<file path="src/design/arpnc_pkg.sv">
// arpnc_pkg: shared types and constants for the arp neighbor cache
// no dependencies
`default_nettype none
package arpnc_pkg;
    localparam int BUCKETS_DEF = 256;
    localparam int WAYS_DEF    = 4;

    localparam logic [15:0] MIN_FRAME   = 16'd42;
    localparam logic [15:0] HW_ETHERNET = 16'd1;
    localparam logic [15:0] PROTO_IPV4  = 16'h0800;
    localparam logic [7:0]  HW_LEN_ETH  = 8'd6;
    localparam logic [7:0]  PROTO_LEN4  = 8'd4;

    typedef enum logic [1:0] {
        FUNC_LOOKUP = 2'd0,
        FUNC_ADD    = 2'd1,
        FUNC_LEARN  = 2'd2,
        FUNC_NONE   = 2'd3
    } func_t;

    typedef enum logic [2:0] {
        ST_OK       = 3'd0,
        ST_FULL     = 3'd1,
        ST_MALFORM  = 3'd2,
        ST_CONFLICT = 3'd3,
        ST_IGNORED  = 3'd4
    } status_t;

    localparam logic CFG_LOCAL_IP       = 1'b0;
    localparam logic CFG_LOCAL_IP_VALID = 1'b1;

    typedef enum logic [1:0] {
        S_IDLE,
        S_READ,
        S_DONE,
        S_CLEAR
    } state_t;

    // controller to datapath
    typedef struct packed {
        logic load;
        logic clear;
        logic resolve;
        logic out_take;
    } cmd_t;

    // datapath to controller
    typedef struct packed {
        logic clear_done;
        logic out_full;
    } sts_t;
endpackage
`default_nettype wire

</file>
<file path="src/design/arpnc_ctrl.sv">
// arpnc_ctrl: controller fsm sequencing clear, read and resolve
// depends on arpnc_pkg
`default_nettype none
module arpnc_ctrl (
    input  wire               aclk,
    input  wire               aresetn,
    input  wire               s_valid,
    output logic              s_ready,
    input  wire               m_ready,
    input  arpnc_pkg::sts_t   sts,
    output arpnc_pkg::cmd_t   cmd
);
    arpnc_pkg::state_t state_reg, state_next;

    always_ff @(posedge aclk) begin
        if (!aresetn) begin
            state_reg <= arpnc_pkg::S_CLEAR;
        end else begin
            state_reg <= state_next;
        end
    end

    always_comb begin
        state_next   = state_reg;
        cmd          = '0;
        s_ready      = 1'b0;
        cmd.out_take = m_ready;
        unique case (state_reg)
            arpnc_pkg::S_CLEAR: begin
                cmd.clear = 1'b1;
                if (sts.clear_done) begin
                    state_next = arpnc_pkg::S_IDLE;
                end
            end
            arpnc_pkg::S_IDLE: begin
                s_ready = 1'b1;
                if (s_valid) begin
                    cmd.load   = 1'b1;
                    state_next = arpnc_pkg::S_READ;
                end
            end
            arpnc_pkg::S_READ: begin
                state_next = arpnc_pkg::S_DONE;
            end
            arpnc_pkg::S_DONE: begin
                if (!sts.out_full || m_ready) begin
                    cmd.resolve = 1'b1;
                    state_next  = arpnc_pkg::S_IDLE;
                end
            end
            default: state_next = arpnc_pkg::S_IDLE;
        endcase
    end
endmodule
`default_nettype wire

</file>
<file path="config.mk">
export PLATFORM = sky130hd
export DESIGN_NAME = arpnc_ctrl
export DESIGN_NICKNAME = d
export VERILOG_FILES = /design/src/design/arpnc_pkg.sv /design/src/design/arpnc_ctrl.sv
export SDC_FILE = /design/constraint.sdc
export NUM_CORES = 1
export LEC_CHECK = 0
export BUFFER_PORTS_ARGS = -buffer_cell sky130_fd_sc_hd__clkbuf_2
export CAP_MARGIN = 10
export CELL_PAD_IN_SITES_DETAIL_PLACEMENT = 2
export CELL_PAD_IN_SITES_GLOBAL_PLACEMENT = 2
export CORE_AREA = 2 2 39 41
export CTS_CLUSTER_SIZE = 24
export DETAILED_ROUTE_END_ITERATION = 12
export DIE_AREA = 0 0 41 43
export PLACE_DENSITY = 0.58
export SYNTH_ARGS = -nofsm -noshare
export SYNTH_HDL_FRONTEND = slang
export SYNTH_SLANG_ARGS = --single-unit
</file>
<file path="constraint.sdc">
create_clock -name aclk -period 2.1 [get_ports aclk]
set_input_delay 0.42 -clock aclk [delete_from_list [all_inputs] [get_ports aclk]]
set_output_delay 0.42 -clock aclk [all_outputs]
set_load 0.1 [all_outputs]
</file>
==> results of run 1 <==
==> cell families after synthesis <==
logic type	Yosys count	share of synthesized area (%)
AND/OR/NAND/NOR	7	37.9
AO/OA/AOI/OAI	2	15.8
flip-flops	2	33.7
buffers and inverters	3	12.6
==> path summary, 6_finish.rpt <==
path                 from      endpoint  slack (ps)  cells past startpoint
max          state_reg[1]        cmd[1]         270                      3
min               aresetn  state_reg[0]         460                      3
min reg2reg  state_reg[1]  state_reg[1]         570                      2
max reg2reg  state_reg[1]  state_reg[1]        1150                      2
==> cell type report <==
cell class | count | area [µm²]
Clock buffer | 3 | 22.5
Inverter | 2 | 7.51
Sequential cell | 2 | 40.0
Fill cell | 168 | 1180
Tap cell | 16 | 20.0
Timing Repair Buffer | 10 | 50.0
Multi-Input combinational cell | 9 | 66.3
==> power breakdown <==
group / total, mW / switching [mW] / internal (mW) / leakage [nW]
combinational: 0.0770 / 0.0616 / 0.0154 / 0.0787
clock: 0.0836 / 0.0207 / 0.0629 / 0.0138
sequential: 0.0471 / 0.00511 / 0.0420 / 0.0168
total: 0.208 / 0.0874 / 0.120 / 0.109
==> synth_stat cells <==
cell	number	area share (%)
buf_4	1	6.3
and2_1	1	5.3
dfxtp_1	2	34
nor2_1	1	3.2
inv_1	2	6.3
a211o_1	1	7.4
a221o_1	1	8.4
nand2_1	1	3.2
nor2b_1	3	16
nor3b_2	1	11
==> per-layer routing <==
| layer | share of wire, % | GRT usage (%) | vias to the layer above |
|---|---|---|---|
| met4 | 0 | 2.00 | 0 |
| met1 | 59 | 7.67 | 57 |
| met3 | 11 | 6.81 | 0 |
| met5 | 0 | 0 | - |
| li1 | - | - | 70 |
| met2 | 30 | 5.63 | 11 |
==> metrics by stage <==
| stage | area, µm² | utilization (%) | hold WS [ps] | instances | setup slack, ps |
|---|---|---|---|---|---|
| floorplan | 121 | - | 516 | 14 | 39.4 |
| global placement | 184 | 13.3 | 543 | 39 | 481 |
| detailed placement | 184 | 13.3 | 571 | 39 | 479 |
| global route | 206 | 14.9 | 471 | 42 | 174 |
| finish | 206 | 14.9 | 457 | 42 | 270 |
| CTS | 206 | 14.9 | 454 | 42 | 244 |
==> tightest hold or removal path, delay by kind of cell <==
family / cells / cell delay (ps)
buffers and inverters: 2 / 140
AO/OA/AOI/OAI: 1 / 90
==> reports/metrics.csv, run 1 <==
stage,metric,value,unit
setup_path,cp.buffers_inverters,1,
route,ant_nets,0,
floorplanning,fp-row-count,14,
floorplanning,die_w,41,µm
setup_path,crit_arrival,1410,ps
synthesis,syn-num-nets,20,
synthesis,yosys_warnings,0,
final_layout,final_common_cell,clkbuf_2,
synthesis,synth_seq_area_share,33.7,%
setup_path,cp_top_family,buffers and inverters,
sta,maxSlewHeadroom,63.9,%
floorplanning,core,0.00138,mm²
cts,cts_root_buf,clkbuf_4,
global_route,grt_max_degree,6,
sta,slew_viol_final,0,
cts,clk_pin_slew,30,ps
sta,rsz0062_at_grt,false,
cts,cts_buffer_depth,2,
pwr,vdd_drop_max,0.391,mV
cts,cts_tree,built,
cts,clk_latency,220,ps
pwr,power,0.208,mW
final_layout,largest_register_ffs,2,
cts,cts_sinks,2,
sta,setup-violations-final,0,
pwr,p_leak,0.109,nW
final_layout,final_cell_mix,"clkbuf_2, clkbuf_4, nor2b_1, inv_1, dfxtp_1",
cts,cts_resized,0,
route,dr.pass1.iters,1,
global_route,grt_first_pass_wirelength,621,µm
setup_path,cp_slowest_cell,clkbuf_2,
synthesis,syn_area,119,µm²
route,vias,138,
setup_path,cp_max_fo,5,
worst_hold_path,min_path_type,input port to flip-flop,
place,io_buffers,10,
floorplanning,design.die.area,0.00176,mm²
global_route,track_usage,5.81,%
setup_path,required,1680,ps
sta,fin_setup_tns,0,ps
setup_path,crit_chain,nor2b_1 -> nor2b_2 -> clkbuf_2,
pwr,powerDensity,1010,mW/mm²
floorplanning,start_util,8.59,%
outcome,outcome,"complete, no violations",
final_layout,insertedDiodeCount,0,
route,route.detailed.drc,0,
setup_path,crit_type,flip-flop to output port,
final_layout,area_growth,73.7,%
route,avgRoutedWirePerCell,9.21,µm
cts,cts_hold_buf,0,
flow_run,maxCapViolCount,0,
setup_path,critical-path-max-stage-delay,450,ps
sta,skew,1.68,ps
global_route,antenna_found_initial,0,
sta,finalCritPeriodShare,87.1,%
final_layout,drive_gt1_share,57.7,%
synthesis,syn_area_per_cell,8.49,µm²
setup_path,start_kind,flip-flop,
setup_path,cp-end-kind,output port,
floorplanning,dieHeight,43,µm
sta,min_period,1830,ps
synthesis,synth.distinct_cells,10,
route,drt_iter0_drc,0,
cts,cts_max_level,1,
cts,post_cts_buffers,0,
sta,worstMarginPinSlew,544,ps
route,vias_per_cell,3.29,
route,routed_wl,387,µm
global_route,grt_overflow,0,
cts,numCtsBuffers,3,
floorplanning,top_level_ports,11,
sta,hold_viol,0,
synthesis,ys_ff_latch,2,
place,place.gp.congestion,0.620,
sta,max_freq,0.546,GHz
synthesis,netlist_instances,14,
final_layout,final_nets,34,
global_route,grt_pass1_vias,147,
Power figures use the tool's default switching activity.
==> run 2: changes to the inputs <==
CTS_BUF_LIST = sky130_fd_sc_hd__clkbuf_16   (was default)
==> run 2 against run 1 <==
  * Sequential share of layout area down 3.9 points
  * Wire length up 0.52%
  * Fmax up 0.27%
  * Combinational power about the same
  * Setup slack better by 4.9 ps
  * Sequential cell count unchanged
  * Clock-buffer cell count unchanged
  * Sequential power about the same
  * Global-route usage unchanged
  * Die area unchanged
  * Design area up 25%
  * Power up 95%
  * Critical endpoint unchanged
  * Largest cell class is now clock buffers and inverters
==> reports/metrics.csv, run 2 (synthesis results as in run 1) <==
stage,metric,value,unit
cts,cts_max_level,1,
final_layout,area_growth,118,%
final_layout,drive_gt1_share,57.7,%
floorplanning,fp-row-count,14,
route,vias,144,
setup_path,cp_max_fo,5,
cts,cts_tree,built,
sta,fin_setup_tns,0,ps
sta,maxSlewHeadroom,63.9,%
route,dr.pass1.iters,1,
global_route,top_usage_layer,met1,
flow_run,maxCapViolCount,0,
global_route,use_met1,7.67,%
route,vias_per_cell,3.43,
floorplanning,top_level_ports,11,
place,io_buffers,10,
setup_path,r2r_cells,2,
floorplanning,start_util,8.59,%
pwr,p_leak,0.132,nW
route,ant_nets,0,
cts,clk_latency,220,ps
global_route,met2_usage,5.63,%
setup_path,start_kind,flip-flop,
setup_path,crit_type,flip-flop to output port,
sta,hold_viol,0,
worst_hold_path,min-delay-start,aresetn,
sta,finalCritPeriodShare,86.9,%
cts,cts_buffer_depth,2,
worst_hold_path,hold_depth,3,
place,place.gp.congestion,0.620,
cts,numCtsBuffers,3,
worst_hold_path,min_path_type,input port to flip-flop,
route,routed_wl,389,µm
floorplanning,die_w,41,µm
sta,min_period,1830,ps
final_layout,insertedDiodeCount,0,
setup_path,r2r_setup_slack,1150,ps
floorplanning,dieHeight,43,µm
setup_path,crit_arrival,1410,ps
setup_path,startpoint,state_reg[1],
final_layout,final_nets,34,
cts,cts_resized,0,
outcome,outcome,"complete, no violations",
place,place_area,184,µm²
sta,skew,2.13,ps
final_layout,fin_cells,42,
floorplanning,core,0.00138,mm²
global_route,grt_pass1_vias,144,
cts,cts_hold_buf,0,
floorplanning,design.die.area,0.00176,mm²
cts,post_cts_buffers,0,
final_layout,final_cell_mix,"clkbuf_2, clkbuf_16, nor2b_1, inv_1, dfxtp_1",
final_layout,largest_register_ffs,2,
sta,rsz0062_at_grt,false,
route,avgRoutedWirePerCell,9.26,µm
global_route,grt_max_degree,6,
final_layout,final_common_cell,clkbuf_2,
cts,cts_root_buf,clkbuf_16,
global_route,antenna_found_initial,0,
pwr,power,0.405,mW
global_route,grt_first_pass_wirelength,614,µm
route,route.detailed.drc,0,
sta,setup-violations-final,0,
sta,slew_viol_final,0,
place,place_inst,39,
setup_path,cp-end-kind,output port,
sta,max_freq,0.548,GHz
final_layout,finish.instance_area,259,µm²
global_route,use_met3,6.81,%
sta,worstMarginPinSlew,544,ps
pwr,powerDensity,1560,mW/mm²
cts,cts_sinks,2,
setup_path,r2r-start,state_reg[1],
pwr,vdd_drop_max,0.893,mV
global_route,track_usage,5.81,%
global_route,grt_overflow,0,
cts,clk_pin_slew,30,ps
route,drt_iter0_drc,0,
setup_path,required,1680,ps
run 2: path summary, 6_finish.rpt:
path | to
worst max-delay path | cmd[1]
worst min-delay path | state_reg[0]
worst max register to register | state_reg[1]
worst min register to register | state_reg[1]
run 2: cell type report:
cell class | count | area, µm²
fill | 161 | 1120
clock buffer | 3 | 75.1
sequential | 2 | 40.0
tap | 16 | 20.0
multi-input combinational | 9 | 66.3
inverter | 2 | 7.51
timing repair buffer | 10 | 50.0
run 2: worst max-delay path: stages, from the launching register on:
cell	delay, ps
dfxtp_1	390
nor2b_1	190
nor2b_2	150
clkbuf_2	450
run 2: layer usage:
metal	part of all wire [%]	wire, µm
met4	0	0
met1	55	215
met5	0	0
met3	14	56
met2	30	117
run 2: metrics by stage:
step / worst slack (ps) / hold slack, ps / utilization, %
4_1_cts: 255 / 464 / 18.7
5_1_grt: 188 / 488 / 18.7
3_5_place_dp: 479 / 571 / 13.3
2_1_floorplan: 39.4 / 516 / -
6_report: 275 / 462 / 18.7
3_3_place_gp: 481 / 543 / 13.3
run 2: report_power, final:
part	internal (mW)	switching, mW
Sequential	0.0420	0.00511
Clock	0.242	0.0387
Combinational	0.0154	0.0616
Total	0.299	0.105
